[config.mk]
export PLATFORM = sky130hd
export DESIGN_NAME = radix_digit_string_converter_core
export DESIGN_NICKNAME = d
export VERILOG_FILES = /design/src/sv/rdsc_pkg.sv /design/src/sv/radix_digit_string_converter_core.sv /design/src/sv/rdsc_divider.sv /design/src/sv/rdsc_digit_buf.sv
export SDC_FILE = /design/constraint.sdc
export NUM_CORES = 1
export LEC_CHECK = 0
export BUFFER_PORTS_ARGS = -buffer_cell sky130_fd_sc_hd__buf_2
export CORE_MARGIN = 1.5
export CORE_UTILIZATION = 36
export CTS_CLUSTER_SIZE = 30
export DETAILED_ROUTE_END_ITERATION = 12
export HOLD_SLACK_MARGIN = 0.02
export PLACE_DENSITY_LB_ADDON = 0.05
export SYNTH_ARGS = -nofsm -noshare
export SYNTH_HDL_FRONTEND = slang
export SYNTH_SLANG_ARGS = --single-unit
[constraint.sdc]
create_clock -name clk -period 6 [get_ports clk]
set_input_delay 0.6 -clock clk [delete_from_list [all_inputs] [get_ports clk]]
set_output_delay 0.6 -clock clk [all_outputs]
set_load 0.005 [all_outputs]
[src/sv/rdsc_pkg.sv]
// ----------------------------------------------------------------------------
// rdsc_pkg
// shared types, constants and the digit glyph lookup of the radix digit
// string converter
// ----------------------------------------------------------------------------
package rdsc_pkg;

    localparam int NUMBER_WIDTH_DEF = 32;
    localparam int MAX_DIGITS_DEF   = 32;

    localparam int RADIX_W = 6;
    localparam int DIGIT_W = 6;
    localparam int CHAR_W  = 7;

    localparam logic [RADIX_W-1:0] RADIX_RESET = 6'd10;
    localparam logic [RADIX_W-1:0] RADIX_MIN   = 6'd2;
    localparam logic [RADIX_W-1:0] RADIX_MAX   = 6'd36;

    localparam logic [CHAR_W-1:0] CHAR_ZERO   = 7'h30;
    localparam logic [CHAR_W-1:0] CHAR_LETTER = 7'h41;

    typedef enum logic [2:0] {
        ST_IDLE,
        ST_DIVIDE,
        ST_READ,
        ST_SHOW,
        ST_ERROR
    } conv_state_t;

    typedef struct packed {
        logic load;
        logic cont;
    } div_ctrl_t;

    typedef struct packed {
        logic               done;
        logic [DIGIT_W-1:0] digit;
        logic               zero;
    } div_status_t;

    function automatic logic [CHAR_W-1:0] digit_glyph(input logic [DIGIT_W-1:0] d);
        logic [CHAR_W-1:0] c;
        if (d < DIGIT_W'(10))
            c = CHAR_ZERO + CHAR_W'(d);
        else
            c = CHAR_LETTER + CHAR_W'(d - DIGIT_W'(10));
        return c;
    endfunction

endpackage

[src/sv/radix_digit_string_converter_core.sv]
// ----------------------------------------------------------------------------
// radix_digit_string_converter_core
// converts an unsigned number to ascii digits in the configured radix,
// most significant digit first, last character marked
//
//   channel | direction | handshake           | payload
//   in      | input     | in_valid/in_ready   | number
//   out     | output    | out_valid/out_ready | digit_char, last_digit, radix_error
//   cfg     | input     | cfg_we              | cfg_wdata (radix)
//
// conversion runs a bit-serial divider: the first digit comes from a pass over all
// NUMBER_WIDTH bits, each further digit from a pass over the bits of the running quotient
// emission does a buffer read, then a show, for each digit, and holds on out stalls
// a bad radix shows its error transaction in the cycle after acceptance
// one number at a time; in_ready only while idle; reset leaves radix at 10
// ----------------------------------------------------------------------------
module radix_digit_string_converter_core
    import rdsc_pkg::*;
#(
    parameter int NUMBER_WIDTH = NUMBER_WIDTH_DEF,
    parameter int MAX_DIGITS   = MAX_DIGITS_DEF
)
(
    input  logic                    clk,
    input  logic                    rst_n,
    input  logic                    cfg_we,
    input  logic [RADIX_W-1:0]      cfg_wdata,
    input  logic                    in_valid,
    output logic                    in_ready,
    input  logic [NUMBER_WIDTH-1:0] number,
    output logic                    out_valid,
    input  logic                    out_ready,
    output logic [CHAR_W-1:0]       digit_char,
    output logic                    last_digit,
    output logic                    radix_error
);

    localparam int IW = $clog2(MAX_DIGITS);

    conv_state_t        state_reg, state_next;
    logic [IW-1:0]      wptr_reg, wptr_next;
    logic [IW-1:0]      rptr_reg, rptr_next;
    logic [RADIX_W-1:0] radix_reg;

    div_ctrl_t          div_ctrl;
    div_status_t        div_status;
    logic               buf_we;
    logic               buf_re;
    logic [DIGIT_W-1:0] buf_rdata;
    logic               radix_ok;

    assign radix_ok = (radix_reg >= RADIX_MIN) && (radix_reg <= RADIX_MAX);

    rdsc_divider #(
        .NUMBER_WIDTH (NUMBER_WIDTH)
    ) u_divider (
        .clk    (clk),
        .rst_n  (rst_n),
        .ctrl   (div_ctrl),
        .value  (number),
        .radix  (radix_reg),
        .status (div_status)
    );

    rdsc_digit_buf #(
        .MAX_DIGITS (MAX_DIGITS)
    ) u_digit_buf (
        .clk   (clk),
        .we    (buf_we),
        .waddr (wptr_reg),
        .wdata (div_status.digit),
        .re    (buf_re),
        .raddr (rptr_reg),
        .rdata (buf_rdata)
    );

    always_comb
    begin
        state_next  = state_reg;
        wptr_next   = wptr_reg;
        rptr_next   = rptr_reg;
        div_ctrl    = '0;
        buf_we      = 1'b0;
        buf_re      = 1'b0;
        in_ready    = 1'b0;
        out_valid   = 1'b0;
        digit_char  = '0;
        last_digit  = 1'b0;
        radix_error = 1'b0;

        unique case (state_reg)
            ST_IDLE:
            begin
                in_ready = 1'b1;
                if (in_valid)
                begin
                    if (radix_ok)
                    begin
                        div_ctrl.load = 1'b1;
                        wptr_next     = '0;
                        state_next    = ST_DIVIDE;
                    end
                    else
                    begin
                        state_next = ST_ERROR;
                    end
                end
            end
            ST_DIVIDE:
            begin
                if (div_status.done)
                begin
                    buf_we = 1'b1;
                    // stop on zero quotient or full buffer
                    if (div_status.zero || (wptr_reg == IW'(MAX_DIGITS - 1)))
                    begin
                        rptr_next  = wptr_reg;
                        state_next = ST_READ;
                    end
                    else
                    begin
                        div_ctrl.cont = 1'b1;
                        wptr_next     = wptr_reg + IW'(1);
                    end
                end
            end
            ST_READ:
            begin
                buf_re     = 1'b1;
                state_next = ST_SHOW;
            end
            ST_SHOW:
            begin
                out_valid  = 1'b1;
                digit_char = digit_glyph(buf_rdata);
                last_digit = (rptr_reg == '0);
                if (out_ready)
                begin
                    if (rptr_reg == '0)
                    begin
                        state_next = ST_IDLE;
                    end
                    else
                    begin
                        rptr_next  = rptr_reg - IW'(1);
                        state_next = ST_READ;
                    end
                end
            end
            ST_ERROR:
            begin
                out_valid   = 1'b1;
                radix_error = 1'b1;
                if (out_ready)
                    state_next = ST_IDLE;
            end
            default:
            begin
                state_next = ST_IDLE;
            end
        endcase
    end

    always_ff @(posedge clk or negedge rst_n)
    begin
        if (!rst_n)
        begin
            state_reg <= ST_IDLE;
            wptr_reg  <= '0;
            rptr_reg  <= '0;
            radix_reg <= RADIX_RESET;
        end
        else
        begin
            state_reg <= state_next;
            wptr_reg  <= wptr_next;
            rptr_reg  <= rptr_next;
            if (cfg_we)
                radix_reg <= cfg_wdata;
        end
    end

endmodule

[src/sv/rdsc_divider.sv]
// ----------------------------------------------------------------------------
// rdsc_divider
// bit-serial restoring divider; one quotient bit per cycle, quotient kept in
// place, each later pass starts at the highest set bit left by the previous pass
// ----------------------------------------------------------------------------
module rdsc_divider
    import rdsc_pkg::*;
#(
    parameter int NUMBER_WIDTH = NUMBER_WIDTH_DEF
)
(
    input  logic                    clk,
    input  logic                    rst_n,
    input  div_ctrl_t               ctrl,
    input  logic [NUMBER_WIDTH-1:0] value,
    input  logic [RADIX_W-1:0]      radix,
    output div_status_t             status
);

    localparam int IXW = $clog2(NUMBER_WIDTH);

    logic [NUMBER_WIDTH-1:0] q_reg, q_next;
    logic [DIGIT_W-1:0]      rem_reg, rem_next;
    logic [IXW-1:0]          idx_reg, idx_next;
    logic [IXW-1:0]          hi_reg, hi_next;
    logic                    seen_reg, seen_next;
    logic                    active_reg, active_next;

    logic [DIGIT_W:0] trial;
    logic             ge;
    logic             hit;

    always_comb
    begin
        trial = {rem_reg, q_reg[idx_reg]};
        ge    = trial >= {1'b0, radix};
        hit   = ge && !seen_reg;

        q_next      = q_reg;
        rem_next    = ge ? DIGIT_W'(trial - {1'b0, radix}) : trial[DIGIT_W-1:0];
        idx_next    = idx_reg;
        hi_next     = hit ? idx_reg : hi_reg;
        seen_next   = seen_reg || ge;
        active_next = active_reg;

        status.done  = active_reg && (idx_reg == '0);
        status.digit = rem_next;
        status.zero  = !(seen_reg || ge);

        if (ctrl.load)
        begin
            q_next      = value;
            rem_next    = '0;
            idx_next    = IXW'(NUMBER_WIDTH - 1);
            seen_next   = 1'b0;
            active_next = 1'b1;
        end
        else if (active_reg)
        begin
            q_next[idx_reg] = ge;
            if (idx_reg == '0)
            begin
                // next pass restarts at the top set bit of the new quotient
                if (ctrl.cont)
                begin
                    rem_next  = '0;
                    idx_next  = hit ? idx_reg : hi_reg;
                    seen_next = 1'b0;
                end
                else
                begin
                    active_next = 1'b0;
                end
            end
            else
            begin
                idx_next = idx_reg - IXW'(1);
            end
        end
    end

    always_ff @(posedge clk or negedge rst_n)
    begin
        if (!rst_n)
        begin
            active_reg <= 1'b0;
            seen_reg   <= 1'b0;
            idx_reg    <= '0;
        end
        else
        begin
            active_reg <= active_next;
            seen_reg   <= seen_next;
            idx_reg    <= idx_next;
        end
    end

    always_ff @(posedge clk)
    begin
        q_reg   <= q_next;
        rem_reg <= rem_next;
        hi_reg  <= hi_next;
    end

endmodule

[src/sv/rdsc_digit_buf.sv]
// ----------------------------------------------------------------------------
// rdsc_digit_buf
// digit store, one write port and one registered read port
// ----------------------------------------------------------------------------
module rdsc_digit_buf
    import rdsc_pkg::*;
#(
    parameter int MAX_DIGITS = MAX_DIGITS_DEF
)
(
    input  logic                          clk,
    input  logic                          we,
    input  logic [$clog2(MAX_DIGITS)-1:0] waddr,
    input  logic [DIGIT_W-1:0]            wdata,
    input  logic                          re,
    input  logic [$clog2(MAX_DIGITS)-1:0] raddr,
    output logic [DIGIT_W-1:0]            rdata
);

    logic [DIGIT_W-1:0] mem [MAX_DIGITS];
    logic [DIGIT_W-1:0] rdata_reg;

    always_ff @(posedge clk)
    begin
        if (we)
            mem[waddr] <= wdata;
        if (re)
            rdata_reg <= mem[raddr];
    end

    assign rdata = rdata_reg;

endmodule

==> flow_metrics.py <==
metrics = {
    "outcome": {
        "status": "finished clean",
    },
    "pwr": {
        "ir_drop_mv": 0.332,
        "p_leak_nw": 4.64,
        "power_mw": 7.48,
        "powerDensity_mw_per_mm2": 546,
    },
    "synthesis": {
        "ys_seq_area_share_pct": 64.4,
        "yosysMostFrequentCell": "edfxtp_1",
        "ys_ff_latch": 267,
        "synth_top_family_by_area": "multiplexers",
        "synthArstFlopShare_pct": 9.74,
        "synth_commonest_cells": "230 x edfxtp_1, 81 x o21ai_0, 70 x nand2_1",
        "synth_xor_xnor_area_share_pct": 0.508,
        "synth_area_leaders": "edfxtp_1 57%, mux4_2 10%, dfrtp_1 5.0%",
        "synthAdderAreaFrac_pct": 2.03,
        "yosysWarnings": 0,
        "synth-simple-area-share_pct": 8.53,
        "synth_edf_count": 230,
        "syn_area_sq_mm": 0.0121,
        "synth_compound_area_share_pct": 8.39,
        "synth_area_leader_cell": "edfxtp_1",
        "muxShareOfSynthArea_pct": 13.7,
        "syn_area_per_cell_sq_um": 14.6,
        "synth_top_area_share_pct": 57.2,
        "syn_inst": 826,
        "syn_nets": 888,
        "synth.distinct_cells": 74,
        "synthFlopType": "edfxtp_1",
    },
    "job": {
        "max_cap_viol_count": 0,
    },
    "detailed_routing": {
        "wirelength_um": 28700,
        "drcViolationCount": 0,
        "ant_nets": 0,
        "routedWlPerCell_um": 21.4,
        "drtIter0Drc": 597,
        "dr.pass1.iters": 5,
        "wl_met3_um": 976,
        "top_layer": "met4",
        "avgViaCountPerCell": 5.32,
        "route.met2.wl_um": 14000,
        "vias": 7110,
        "m1WireLength_um": 12900,
    },
    "worst_setup_path": {
        "worst-path-buf-inv": 0,
        "slowest_delay_ns": 1.00,
        "critPathArrivalTime_ns": 4.56,
        "end_kind": "flop",
        "r2r_start": "u_divider.idx_reg[1]$_DFFE_PN0P_",
        "critical_path_class": "reg -> reg",
        "required_ns": 6.05,
        "regToRegEndpoint": "u_digit_buf.mem[14][5]$_DFFE_PP_",
        "critical_path.max_fanout": 32,
        "cp-endpoint": "u_digit_buf.mem[14][5]$_DFFE_PP_",
        "crit_chain": "mux2_2, and4_1, nor4_1, and4_1, ha_1, nor2b_1, o31a_1, and3b_1, o41ai_1, nand2_1",
        "critPathTopFamily": "simple AND/OR/NAND/NOR gates",
        "cp-startpoint": "u_divider.idx_reg[1]$_DFFE_PN0P_",
        "crit_slowest_cell": "dfrtp_1",
        "start_kind": "flop",
        "r2r_slack_ns": 1.49,
        "reg2reg_depth": 10,
        "cp.depth": 10,
        "path_common_cell": "and4_1",
    },
    "placed_design": {
        "port_buffers": 53,
        "dpl.hpwl_um": 19200,
        "dp_cells": 1282,
        "pre_cts_ws_ns": 1.49,
        "place_congestion": 0.785,
    },
    "sta": {
        "min_period_ns": 4.51,
        "final.setup.tns_ns": 0,
        "hold_ws_ns": 0.0604,
        "relSlewSlack_pct": 24.7,
        "setup_viol": 0,
        "report.final.slew_viol_count": 0,
        "fmax_ghz": 0.222,
        "tightest_slew_ns": 1.13,
        "hold_violations": 0,
        "clock_skew_ns": 0.00877,
        "post-route-period-util_pct": 75.1,
        "rsz0062_at_grt": "no",
        "setup_slack_ns": 1.49,
    },
    "die": {
        "io-pin-count": 54,
        "fp.coreArea_sq_mm": 0.0328,
        "die_w_um": 186,
        "die_y_um": 186,
        "rows": 66,
        "dieArea_sq_mm": 0.0347,
        "start_util_pct": 36.8,
    },
    "cts": {
        "tritoncts": "done",
        "cts_hold_buffers": 0,
        "cts_root_buffer": "clkbuf_16",
        "h-tree-depth": 1,
        "cts_sinks": 267,
        "clock_latency_ns": 0.56,
        "cts-resized-gates": 0,
        "cts_buffers": 30,
        "cts_setup_buffers": 0,
        "path_clk_slew_ns": 0.06,
        "cts_buffer_depth": 3,
    },
    "global_routing": {
        "antenna_found_initial": 0,
        "track_usage_pct": 17.0,
        "grt_pass1_vias": 7438,
        "grt-ovfl-total": 0,
        "grt_max_degree": 48,
        "grt_pass1_wl_um": 43900,
    },
    "cells_and_area": {
        "antenna_cells": 0,
        "nets": 934,
        "largest_reg_flops": 192,
        "area_delta_synth_final_pct": 13.3,
        "final_cells": 1337,
        "layout-drive-gt1-share_pct": 21.1,
    },
    "min_path": {
        "hold_path.class": "in -> async",
    },
}
==> how the worst min path moves through the flow <==
stage	cells after the start	start	slack, ns	to
detailed placement	2	u_divider.hi_reg[2]$_DFF_P_	0.48	u_divider.hi_reg[2]$_DFF_P_
floorplan	0	rst_n	0.30	radix_reg[0]$_DFFE_PN0P_
global route	1	rst_n	0.1	u_divider.idx_reg[4]$_DFFE_PN0P_
finish	1	rst_n	0.06	u_divider.idx_reg[4]$_DFFE_PN0P_
CTS	1	rst_n	0.07	u_divider.idx_reg[2]$_DFFE_PN0P_
global placement	2	u_divider.hi_reg[2]$_DFF_P_	0.46	u_divider.hi_reg[2]$_DFF_P_
==> power breakdown <==
group | leakage, nW | internal (mW) | switching (mW) | total (mW)
registers | 2.48 | 2.83 | 0.291 | 3.12
clock network | 0.455 | 1.01 | 0.720 | 1.73
logic | 1.71 | 0.950 | 1.68 | 2.63
==> cells by family (layout without fill, tap and decap cells) <==
logic type                 count (synthesis)  in the layout
muxes                                     95             95
and+or+nand+nor                          205            205
adders and majority gates                 19             19
xor gates and xnor gates                   7              7
AOI/OAI and AO/OA                        162            162
buffers and inverters                     71            140
DFF                                      267            267
==> cell usage in the layout, fill, tap and decap left out, drive strengths merged, types with 4 or more instances in the layout <==
master / Yosys / routed
nand3: 12 / 12
inv: 26 / 26
nor2: 58 / 58
clkinv: 0 / 12
mux4: 55 / 55
a211oi: 7 / 7
o31ai: 5 / 5
edfxtp: 230 / 230
xnor2: 5 / 5
a31oi: 5 / 5
nand2b: 8 / 8
dfrtp: 24 / 24
o21a: 10 / 10
nor3b: 4 / 4
dfxtp: 11 / 11
buf: 23 / 59
clkbuf: 22 / 42
or3b: 4 / 4
nor2b: 6 / 6
nand3b: 9 / 9
mux2: 12 / 12
a22oi: 6 / 6
nor3: 9 / 9
a21oi: 15 / 15
ha: 18 / 18
o21ai: 84 / 84
nand2: 70 / 70
mux2i: 28 / 28
==> layer usage <==
layer / vias up / track usage (%)
met5: - / 0
met3: 50 / 2.39
met1: 3618 / 22.5
li1: 3298 / -
met2: 144 / 29.1
met4: 0 / 4.81
==> through the flow <==
step,instance area (sq um),util (%)
finish,13700,41.7
global route,13700,41.7
CTS,13700,41.7
detailed placement,12800,38.9
global placement,12800,38.9
floorplan,12100,-
==> layout make-up <==
cell class / instances / area (sq um)
Clock inverter: 13 / 92.6
Fill cell: 3016 / 19100
Sequential cell: 267 / 7780
Timing Repair Buffer: 59 / 310
Clock buffer: 42 / 837
Multi-Input combinational cell: 488 / 4010
Inverter: 26 / 97.6
Tap cell: 442 / 553
Power figures use the tool's default switching activity.
